### src/hw/rtl/rff_pkg.sv
// ----------------------------------------------------------------------------
// rff_pkg
// Shared types and constants for the rgb frame flipper.
// ----------------------------------------------------------------------------
`default_nettype none

package rff_pkg;

    // configuration port
    localparam int CFG_INDEX_W = 2;
    localparam int CFG_DATA_W  = 7;

    localparam logic [CFG_INDEX_W-1:0] CFG_FRAME_WIDTH    = 2'd0;
    localparam logic [CFG_INDEX_W-1:0] CFG_FRAME_HEIGHT   = 2'd1;
    localparam logic [CFG_INDEX_W-1:0] CFG_MIRROR_COLUMNS = 2'd2;
    localparam logic [CFG_INDEX_W-1:0] CFG_MIRROR_ROWS    = 2'd3;

    localparam logic [CFG_DATA_W-1:0] SIZE_RESET = 7'd64;

    // request action codes
    localparam logic ACTION_LOAD = 1'b0;
    localparam logic ACTION_READ = 1'b1;

    localparam int PIXEL_W = 24;

    typedef struct packed {
        logic       action;
        logic [7:0] red_in;
        logic [7:0] green_in;
        logic [7:0] blue_in;
    } in_item_t;

    typedef struct packed {
        logic [7:0] red_out;
        logic [7:0] green_out;
        logic [7:0] blue_out;
        logic       frame_end;
    } out_item_t;

    // controller to datapath
    typedef struct packed {
        logic capture;   // take the request, normalize load counters
        logic calc;      // address and frame size products
        logic store;     // write pixel, advance load counters
        logic fetch;     // read pixel, advance read index
        logic present;   // move fetched pixel into output register
    } cmd_t;

    // datapath to controller
    typedef struct packed {
        logic is_read;
        logic out_full;  // output register holds a result that is stalled
    } status_t;

endpackage

`default_nettype wire

### src/hw/rtl/rff_ctrl.sv
// ----------------------------------------------------------------------------
// rff_ctrl
// Sequencer: one request at a time through capture, address, memory, and for reads output.
// ----------------------------------------------------------------------------
`default_nettype none

module rff_ctrl
    import rff_pkg::*;
(
    input  wire logic    clk,
    input  wire logic    rst_n,
    input  wire logic    in_valid,
    output logic         in_stall,
    input  wire status_t status,
    output cmd_t         cmd
);

    localparam logic [1:0] S_IDLE = 2'd0;
    localparam logic [1:0] S_ADDR = 2'd1;
    localparam logic [1:0] S_MEM  = 2'd2;
    localparam logic [1:0] S_DATA = 2'd3;

    logic [1:0] state_reg;
    logic [1:0] state_next;

    always_comb
    begin
        state_next = state_reg;
        cmd        = '0;
        case (state_reg)
            S_IDLE:
            begin
                if (in_valid)
                begin
                    cmd.capture = 1'b1;
                    state_next  = S_ADDR;
                end
            end
            S_ADDR:
            begin
                cmd.calc   = 1'b1;
                state_next = S_MEM;
            end
            S_MEM:
            begin
                if (status.is_read)
                begin
                    cmd.fetch  = 1'b1;
                    state_next = S_DATA;
                end
                else
                begin
                    cmd.store  = 1'b1;
                    state_next = S_IDLE;
                end
            end
            S_DATA:
            begin
                // wait for room in the output register
                if (!status.out_full)
                begin
                    cmd.present = 1'b1;
                    state_next  = S_IDLE;
                end
            end
            default:
            begin
                state_next = S_IDLE;
            end
        endcase
    end

    always_ff @(posedge clk or negedge rst_n)
    begin
        if (!rst_n)
        begin
            state_reg <= S_IDLE;
        end
        else
        begin
            state_reg <= state_next;
        end
    end

    assign in_stall = (state_reg != S_IDLE);

endmodule

`default_nettype wire

### config.mk
export PLATFORM = sky130hd
export DESIGN_NAME = rff_ctrl
export DESIGN_NICKNAME = d
export VERILOG_FILES = /design/src/hw/rtl/rff_pkg.sv /design/src/hw/rtl/rff_ctrl.sv
export SDC_FILE = /design/constraint.sdc
export NUM_CORES = 1
export LEC_CHECK = 0
export BUFFER_PORTS_ARGS = -buffer_cell sky130_fd_sc_hd__buf_4
export CAP_MARGIN = 5
export CORE_AREA = 2 2 39 41
export DETAILED_ROUTE_END_ITERATION = 8
export DIE_AREA = 0 0 41 43
export REMOVE_ABC_BUFFERS = 1
export SLEW_MARGIN = 10
export SYNTH_ARGS = -nofsm -noshare
export SYNTH_HDL_FRONTEND = slang
export SYNTH_SLANG_ARGS = --single-unit
### constraint.sdc
create_clock -name clk -period 1.11 [get_ports clk]
set_input_delay 0.111 -clock clk [delete_from_list [all_inputs] [get_ports clk]]
set_output_delay 0.111 -clock clk [all_outputs]
set_load 0.05 [all_outputs]
==> Yosys cells after proc, flatten, opt, wreduce, memory -nomap -nowiden <==
Index checks and enable logic that the tools add are counted.
{ "op_classes": {"n_eq_ne": 5, "mux": 12, "n_reduce_logical": 3} }
{ "op_table": {"columns": ["operator", "n"], "rows": [
  ["2-to-1 mux 2 bit", 4],
  ["one-hot mux 2 bit (4 select lines)", 1],
  ["2-to-1 mux 1 bit", 7],
  ["== test 2 bit (second input constant)", 2],
  ["inequality test 2 bit (second input constant)", 2],
  ["== test 2 x 1 -> 1 bit (second input constant)", 1],
  ["zero test 2 bit", 1],
  ["AND reduction 2 bit", 1],
  ["nonzero test 2 bit", 1]
]} }
{ "totals": {"word_cells": 21, "regBits": 2, "in_bits": 5, "out_inout_bits": 6} }

==> Logic depth before layout (Yosys ltp) <==
Gate-level depths: netlist (run 1).
{ "depth": {"ltp_word": 3, "ltp_mapped": 2, "ltp_nobuf": 2} }

==> Worst setup path before layout (run 1) <==
OpenSTA, ideal clock, no wires.
{ "synth_timing": {"kind": "reg2reg", "from": "reg state_reg[1]", "to": "reg state_reg[0]", "t_arrival_ns": 1.779, "slack_ns": -0.740, "synth_period_minus_slack_ns": 1.850, "stages_incl_launch_ff": 3, "t_required_ns": 1.039, "path_buffers": 0, "setup_ns": 0.071, "path_cell_list": "dfrtp_1 > nor3b_1 > a21o_1"} }
{ "synth_between": {"elab_chain_len": 3, "word_cells_on_any_way": 8, "cone_classes": "5 x eq/ne; 1 x mux; 2 x reduce/logical"} }
{ "synth_lines": {"columns": ["element", "line_no", "text"], "rows": [
  ["start, declared", "rff_ctrl.sv:23", "logic [1:0] state_reg;"],
  ["start signal, assigned", "rff_ctrl.sv:81", "state_reg <= state_next;"],
  ["== test 2 bit / zero test 2 bit (equally long branches)", "rff_ctrl.sv:30", "case (state_reg)"],
  ["inequality test 2 bit (no source line)", null, null],
  ["AND reduction 2 bit (no source line)", null, null]
]} }
Parallel ways exist; a longest one is shown, timed or not.
A chain may end at the register's enable or synchronous reset.

==> results.sh, run 1 <==
export IMPL_status="complete, but fails checks"
export IMPL_violations="negative setup slack"
export IMPL_syn_area_per_cell_um2=10.6
export IMPL_synth_top_area_cell="dfrtp_1"
export IMPL_layout_nets=36
export IMPL_ys_warn_count=0
export IMPL_htree_levels=1
export IMPL_min_period_over_period_pct=108
export IMPL_synth_top_area_share_pct=39.2
export IMPL_ant_nets=0
export IMPL_swShare_pct=47.2
export IMPL_cts_sinks=2
export IMPL_clockBufferDepth=2
export IMPL_drv_slew=0
export IMPL_largest_register_ffs=2
export IMPL_avgRoutedWirePerCell_um=8.02
export IMPL_finalSetupViolations=7
export IMPL_syn_area_um2=128
export IMPL_p_seq_share_pct=18.7
export IMPL_criticalPathCategory="reg -> out"
export IMPL_n_antenna_cell=0
export IMPL_grt_pass1_wl_um=531
export IMPL_finalNonFillerCells=45
export IMPL_first_iter_violations=0
export IMPL_die_y_um=43
export IMPL_num_vias=153
export IMPL_fmax_mhz=831
export IMPL_cts_root_buf="clkbuf_4"
export IMPL_hpwl_um=255
export IMPL_critPathCaptureType="output port"
export IMPL_grt_pass1_vias=176
export IMPL_combPwrFrac_pct=66.6
export IMPL_grt_ovfl_total=0
export IMPL_relSlewSlack_pct=88.6
export IMPL_leakage_uw=0.000159
export IMPL_fin_crit_ns=1.20
export IMPL_clk_latency_ns=0.22
export IMPL_grt_usage_pct=5.02
export IMPL_cts_buffers=3
export IMPL_coreArea_mm2=0.00138
export IMPL_boundaryPins=11
export IMPL_internal_power_uw=572
export IMPL_routabilityCongestion=0.560
export IMPL_rsz0062_at_grt="true"
export IMPL_reg2reg_setup_slack_ns=-0.07
export IMPL_hold_viol=0
export IMPL_final_common_cell="buf_4"
export IMPL_hold_path_class="in -> reg"
export IMPL_route_detailed_drc=0
export IMPL_syn_inst=12
export IMPL_setup_slack_ns=-0.0938
export IMPL_start_util_pct=9.22
export IMPL_design_die_area_mm2=0.00176
export IMPL_finalInstanceArea_um2=322
export IMPL_firstDrtPassIters=1
export IMPL_routed_wl_um=361
export IMPL_p_switching_uw=511
export IMPL_powerDensity_mw_per_mm2=3370
export IMPL_dp_slack_ns=-0.00482
export IMPL_antenna_found_initial=0
export IMPL_tightest_slew_ns=0.171
export IMPL_fin_skew_ns=0.000199
export IMPL_arrival_ns=1.09
export IMPL_hold_ws_ns=0.178
export IMPL_rows=14
export IMPL_crit_fanout=8
export IMPL_final_cell_mix="buf_4, buf_6, clkbuf_4, dfrtp_2"
export IMPL_drive_above_1_share_pct=79.3
export IMPL_port_buffers=10
export IMPL_die_x_um=41
export IMPL_vdd_drop_max_mv=0.442
export IMPL_synth_sequential_area_ratio_pct=39.2
export IMPL_clkPwrFrac_pct=14.7
export IMPL_cp_start_kind="register"
export IMPL_clk_pin_slew_ns=0.03
export IMPL_synth_area_leaders="dfrtp_1, mux2_4, nor3b_1"
export IMPL_ys_types=10
export IMPL_grt_max_degree=9
export IMPL_required_ns=1.00
export IMPL_cts_tree="built"
export IMPL_max_cap_violations=0
export IMPL_synth_seq_cells=2
export IMPL_area_growth_pct=152
export IMPL_place_inst=38
export IMPL_vias_per_cell=3.40
export IMPL_place_area_um2=223
[kinds of logic (layout without fill, tap and decap cells)]
kind of cell           count (synthesis)  in the layout  synth area share [%]
AOI/OAI and AO/OA                      2              2                  9.80
buffers and inverters                  0             17                     0
DFF                                    2              2                  39.2
muxes                                  1              1                  11.8
and+or+nand+nor                        7              7                  39.2
[synthesized netlist by cell type]
cell,n
mux2_4,1
nor2b_1,1
and3b_1,1
nor3b_1,2
and3b_2,1
nor2_1,1
a21oi_1,1
dfrtp_1,2
or2_2,1
a21o_1,1
[per-stage QoR]
stage / setup TNS, ns / util [%] / total power, uW
2_1_floorplan: -2.20 / - / 569
3_3_place_gp: -0.00337 / 16.1 / 723
3_5_place_dp: -0.00482 / 16.1 / 727
4_1_cts: -0.505 / 22.2 / 1050
5_1_grt: -0.745 / 23.2 / 1140
6_report: -0.460 / 23.2 / 1080
[power groups by stage]
stage          Clock (uW)  Sequential [uW]  Combinational (uW)
6_report              159              202                 722
5_1_grt               176              213                 752
4_1_cts               171              201                 682
3_5_place_dp            0              176                 551
3_3_place_gp            0              173                 550
2_1_floorplan           0              160                 409
[critical path, cell delays in order, from the launching register on]
cell     delay (ns)
dfrtp_2        0.45
nor3b_4        0.23
buf_6          0.18
[worst paths after layout]
path | end | start | cells after the start
max in group asynchronous | state_reg[0]$_DFFE_PN0P_ | rst_n | 2
worst max register to register | state_reg[0]$_DFFE_PN0P_ | state_reg[0]$_DFFE_PN0P_ | 3
worst max-delay path | cmd[4] | state_reg[0]$_DFFE_PN0P_ | 2
worst min register to register | state_reg[1]$_DFFE_PN0P_ | state_reg[0]$_DFFE_PN0P_ | 2
worst min-delay path | state_reg[1]$_DFFE_PN0P_ | status[1] | 3
min in group asynchronous | state_reg[1]$_DFFE_PN0P_ | rst_n | 2
[area by class of cell]
type | count | area (um2)
Tap cell | 16 | 20.0
Sequential cell | 2 | 52.6
Timing Repair Buffer | 14 | 130
Multi-Input combinational cell | 10 | 96.3
Clock buffer | 3 | 22.5
Fill cell | 161 | 1060
[per-layer routing]
| metal | vias to the layer above | track usage, % | wire length, um |
|---|---|---|---|
| met5 | - | 0 | 0 |
| li1 | 77 | - | - |
| met4 | 0 | 8.00 | 0 |
| met2 | 5 | 8.75 | 223 |
| met3 | 0 | 1.57 | 22 |
| met1 | 71 | 2.24 | 114 |
[what timing repair did]
item,CTS,global route
gates resized for setup,12,0
endpoints found under the setup margin,6,7
hold endpoints to repair,2,0
buffers inserted,1,2
hold buffers,1,0
pin swaps,2,3
(Power assumes the default switching activity.)
==> run 2: changes to the inputs <==
--- a/config.mk
+++ b/config.mk
@@ -11,4 +11,5 @@
 export DETAILED_ROUTE_END_ITERATION = 8
 export DIE_AREA = 0 0 41 43
+export PLACE_DENSITY = 0.34
 export REMOVE_ABC_BUFFERS = 1
 export SLEW_MARGIN = 10
==> constraint.sdc (replaced) <==
create_clock -name clk -period 1.55 [get_ports clk]
set_input_delay 0.31 -clock clk [delete_from_list [all_inputs] [get_ports clk]]
set_output_delay 0.31 -clock clk [all_outputs]
set_load 0.05 [all_outputs]
==> run 2 against run 1 <==
The flow now finishes without violations; via count is 3.3% lower; first-iteration DRC count is 2 higher; count of clock-buffer cells in the layout stayed put; combinational power is 44% lower; critical path depth stayed put; critical endpoint is now in_stall; sequential share of layout area is 2.9 points higher.
==> results.sh, run 2 (synthesis results as in run 1) <==
export IMPL_start_util_pct=9.22
export IMPL_finalInstanceArea_um2=260
export IMPL_clk_latency_ns=0.22
export IMPL_vdd_drop_max_mv=0.678
export IMPL_leakage_uw=0.000135
export IMPL_design_die_area_mm2=0.00176
export IMPL_port_buffers=10
export IMPL_ant_nets=0
export IMPL_ff2ff_path_depth=2
export IMPL_fill_cells=152
export IMPL_status="finished, final reports clean"
export IMPL_largest_register_ffs=2
export IMPL_final_common_cell="buf_4"
export IMPL_min_period_over_period_pct=95.3
export IMPL_cts_setup_buffers=0
export IMPL_fin_skew_ns=0.00380
export IMPL_met2_usage_pct=3.13
export IMPL_cts_sinks=2
export IMPL_hp_start="status[1]"
export IMPL_cp_start_kind="register"
export IMPL_drv_slew=0
export IMPL_die_y_um=43
export IMPL_clk_pin_slew_ns=0.03
export IMPL_layout_nets=33
export IMPL_cts_root_buf="clkbuf_4"
export IMPL_required_ns=1.24
export IMPL_n_antenna_cell=0
export IMPL_clockBufferDepth=2
export IMPL_rows=14
export IMPL_hold_viol=0
export IMPL_vias_per_cell=3.52
export IMPL_reg2reg_setup_slack_ns=0.48
export IMPL_critPathCaptureType="output port"
export IMPL_coreArea_mm2=0.00138
export IMPL_multi_input_area_um2=82.6
export IMPL_cts_buffers=3
export IMPL_met1_usage_pct=7.42
export IMPL_r2r_end="state_reg[0]$_DFFE_PN0P_"
export IMPL_boundaryPins=11
export IMPL_place_inst=38
export IMPL_grt_ovfl_total=0
export IMPL_grtUsageMet3_pct=5.24
export IMPL_fin_crit_ns=1.48
export IMPL_holdPathEnd="state_reg[1]$_DFFE_PN0P_"
export IMPL_cts_tree="built"
export IMPL_routabilityCongestion=0.583
export IMPL_route_detailed_drc=0
export IMPL_place_area_um2=223
export IMPL_finalSetupViolations=0
export IMPL_fmax_mhz=677
export IMPL_powerDensity_mw_per_mm2=2480
export IMPL_avgRoutedWirePerCell_um=9.17
export IMPL_seqCellArea_um2=50.0
export IMPL_die_x_um=41
export IMPL_final_cell_mix="buf_4, clkbuf_4, dfrtp_1"
export IMPL_grt_busiest_layer="met1"
export IMPL_tightest_slew_ns=0.234
export IMPL_max_cap_violations=0
export IMPL_crit_fanout=8
export IMPL_htree_levels=1
export IMPL_grt_usage_pct=5.23
export IMPL_first_iter_violations=2
export IMPL_arrival_ns=1.17
export IMPL_area_growth_pct=104
export IMPL_rr_startpoint="state_reg[0]$_DFFE_PN0P_"
export IMPL_grt_max_degree=9
export IMPL_routed_wl_um=385
export IMPL_antenna_found_initial=0
export IMPL_hold_path_class="in -> reg"
export IMPL_num_vias=148
export IMPL_drive_above_1_share_pct=65.4
export IMPL_grt_pass1_wl_um=538
export IMPL_finalNonFillerCells=42
export IMPL_hold_depth=3
export IMPL_criticalPathCategory="reg -> out"
export IMPL_grt_pass1_vias=118
export IMPL_relSlewSlack_pct=84.4
export IMPL_firstDrtPassIters=2
## run 2: cell count changes in the layout (fill, tap and decap cells not counted), sizes merged
cell  delta
buf      -3
## run 2: final cells by class
| cell class | instances | share of cell area, % |
|---|---|---|
| Timing Repair Buffer | 11 | 32.7 |
| Tap cell | 16 | 7.69 |
| Multi-Input combinational cell | 10 | 31.7 |
| Clock buffer | 3 | 8.65 |
| Sequential cell | 2 | 19.2 |
## run 2: metrics by stage
step | utilization (%) | setup WS [ns] | power (uW) | hold WS, ns | TNS (ns)
final | 18.8 | 0.0734 | 646 | 0.404 | 0
after global routing | 18.8 | -0.0134 | 689 | 0.397 | -0.0134
after CTS | 18.4 | 0.00526 | 647 | 0.389 | 0
after detailed placement | 16.1 | 0.258 | 523 | 0.0948 | 0
after global placement | 16.1 | 0.276 | 516 | 0.0934 | 0
after floorplan | - | -0.410 | 408 | 0.0144 | -1.08
## run 2: repair_timing
item	in CTS	in global routing
hold buffers	1	0
setup endpoints to repair	0	1
endpoints found under the hold margin	2	0
gates resized for setup	0	1
## run 2: power by group
group / switching, uW / internal [uW]
registers: 51.2 / 78.7
clock network: 29.2 / 85.4
logic: 257 / 144
## run 2: metal layers
layer,vias to the layer above,wire length (um)
met5,-,0
met4,0,0
met3,0,66
met2,11,115
met1,65,203
li1,72,-
## run 2: worst max-delay path by stage
| stage | slack, ns | start | to | depth (start not counted) |
|---|---|---|---|---|
| floorplan | -0.41 | state_reg[1]$_DFFE_PN0P_ | cmd[4] | 1 |
| global placement | 0.28 | state_reg[1]$_DFFE_PN0P_ | cmd[4] | 2 |
| detailed placement | 0.26 | state_reg[1]$_DFFE_PN0P_ | cmd[4] | 2 |
| CTS | 0.005 | state_reg[1]$_DFFE_PN0P_ | cmd[4] | 2 |
| global route | -0.01 | state_reg[1]$_DFFE_PN0P_ | cmd[2] | 2 |
| finish | 0.07 | state_reg[1]$_DFFE_PN0P_ | in_stall | 2 |
## run 2: worst max-delay path, cell delays in order, from the launching register on
cell and delay, ns:
dfrtp_1 0.44, or2_2 0.32, buf_4 0.19
==> run 3: changes to the inputs <==
BUFFER_PORTS_ARGS = default   (was -buffer_cell sky130_fd_sc_hd__buf_4)
DONT_BUFFER_PORTS = 1   (was default)
PLACE_DENSITY = 0.3   (was 0.34)
==> run 3 against run 2 <==
Design area down 15%; fmax up 0.81%; critical path type unchanged; routed wire length down 8.8%; critical endpoint is now cmd[0]; sequential share of layout area up 3.5 points.
==> results.sh, run 3 (synthesis results as in run 1) <==
export IMPL_status="finished, final reports clean"
export IMPL_relSlewSlack_pct=82.0
export IMPL_rsz0062_at_grt="false"
export IMPL_clk_latency_ns=0.22
export IMPL_grt_usage_pct=5.63
export IMPL_cts_setup_buffers=0
export IMPL_crit_slowest_cell="dfrtp_1"
export IMPL_ant_nets=0
export IMPL_num_vias=119
export IMPL_min_period_over_period_pct=94.5
export IMPL_fmax_mhz=683
export IMPL_die_x_um=41
export IMPL_holdPathEnd="state_reg[1]$_DFFE_PN0P_"
export IMPL_final_cell_mix="buf_4, clkbuf_4, nor3b_2, dfrtp_1"
export IMPL_finalNonFillerCells=36
export IMPL_largest_register_ffs=2
export IMPL_die_y_um=43
export IMPL_port_buffers=0
export IMPL_critical_path_top_delay_family="flip-flops"
export IMPL_met2_usage_pct=4.69
export IMPL_drv_slew=0
export IMPL_htree_levels=1
export IMPL_met1_usage_pct=6.13
export IMPL_setup_slack_ns=0.0853
export IMPL_cp_cell_sequence="and3b_1 -> buf_4"
export IMPL_avgRoutedWirePerCell_um=9.75
export IMPL_hold_path_class="in -> reg"
export IMPL_cts_sinks=2
export IMPL_hp_start="status[1]"
export IMPL_fin_skew_ns=0.00220
export IMPL_coreArea_mm2=0.00138
export IMPL_place_inst=32
export IMPL_crit_buf_inv=1
export IMPL_rr_startpoint="state_reg[0]$_DFFE_PN0P_"
export IMPL_routed_wl_um=351
export IMPL_firstDrtPassIters=2
export IMPL_hold_viol=0
export IMPL_grt_busiest_layer="met3"
export IMPL_rows=14
export IMPL_drive_above_1_share_pct=60.0
export IMPL_start_util_pct=9.22
export IMPL_first_iter_violations=1
export IMPL_cts_tree="built"
export IMPL_tightest_slew_ns=0.271
export IMPL_cts_hold_buf=1
export IMPL_ff2ff_path_depth=2
export IMPL_cts_root_buf="clkbuf_4"
export IMPL_boundaryPins=11
export IMPL_grt_pass1_wl_um=558
export IMPL_fin_crit_ns=1.46
export IMPL_crit_fanout=8
export IMPL_slowest_delay_ns=0.48
export IMPL_grt_pass1_vias=129
export IMPL_route_detailed_drc=0
export IMPL_antenna_found_initial=0
export IMPL_area_growth_pct=72.5
export IMPL_cp_start_kind="register"
export IMPL_routabilityCongestion=0.558
export IMPL_clk_pin_slew_ns=0.03
export IMPL_vias_per_cell=3.31
export IMPL_clockBufferDepth=2
export IMPL_r2r_end="state_reg[0]$_DFFE_PN0P_"
export IMPL_max_cap_violations=0
export IMPL_hold_depth=2
export IMPL_final_common_cell="buf_4"
export IMPL_required_ns=1.24
export IMPL_critPathCaptureType="output port"
export IMPL_cts_buffers=3
export IMPL_grtUsageMet3_pct=6.81
export IMPL_n_antenna_cell=0
export IMPL_dp_slack_ns=0.320
export IMPL_grt_ovfl_total=0
export IMPL_reg2reg_setup_slack_ns=0.45
export IMPL_postCtsResizedCells=0
export IMPL_layout_nets=27
export IMPL_design_die_area_mm2=0.00176
export IMPL_grt_max_degree=9
export IMPL_finalSetupViolations=0
export IMPL_criticalPathCategory="reg -> out"
export IMPL_arrival_ns=1.15
-- run 3: cell count changes in the layout (fill, tap and decap cells not counted) --
cell     change
nor3b_1      -1
nor3b_2      +1
buf_4        -6
-- run 3: worst max-delay path by stage --
stage,startpoint,end,slack [ns],cells after the start
2_1_floorplan,state_reg[1]$_DFFE_PN0P_,cmd[4],-0.41,1
5_1_grt,state_reg[0]$_DFFE_PN0P_,cmd[0],0.01,2
4_1_cts,state_reg[0]$_DFFE_PN0P_,cmd[0],0.08,2
3_3_place_gp,state_reg[0]$_DFFE_PN0P_,cmd[0],0.36,2
6_report,state_reg[0]$_DFFE_PN0P_,cmd[0],0.09,2
3_5_place_dp,state_reg[0]$_DFFE_PN0P_,cmd[0],0.32,2
-- run 3: cell type report --
type / instances / area, um2
Fill cell: 158 / 1160
Clock buffer: 3 / 22.5
Tap cell: 16 / 20.0
Sequential cell: 2 / 50.0
Timing Repair Buffer: 5 / 40.0
Multi-Input combinational cell: 10 / 87.6
-- run 3: per-layer routing --
metal / wire [um] / vias to the layer above
met1: 166 / 46
met3: 89 / 0
met2: 96 / 13
met5: 0 / -
li1: - / 60
met4: 0 / 0
-- run 3: per-stage QoR --
stage	hold slack (ns)	cell area [um2]	utilization, %	setup TNS [ns]
after floorplan	0.0144	128	-	-1.08
after global placement	0.0145	188	13.6	0
after detailed placement	0.0145	188	13.6	0
after CTS	0.256	220	15.9	0
after global routing	0.246	220	15.9	0
final	0.269	220	15.9	0
Power of run 3 is left out: the tool's default activity adds up to more than one toggle a clock period on the data nets, which glitch-free logic cannot reach.
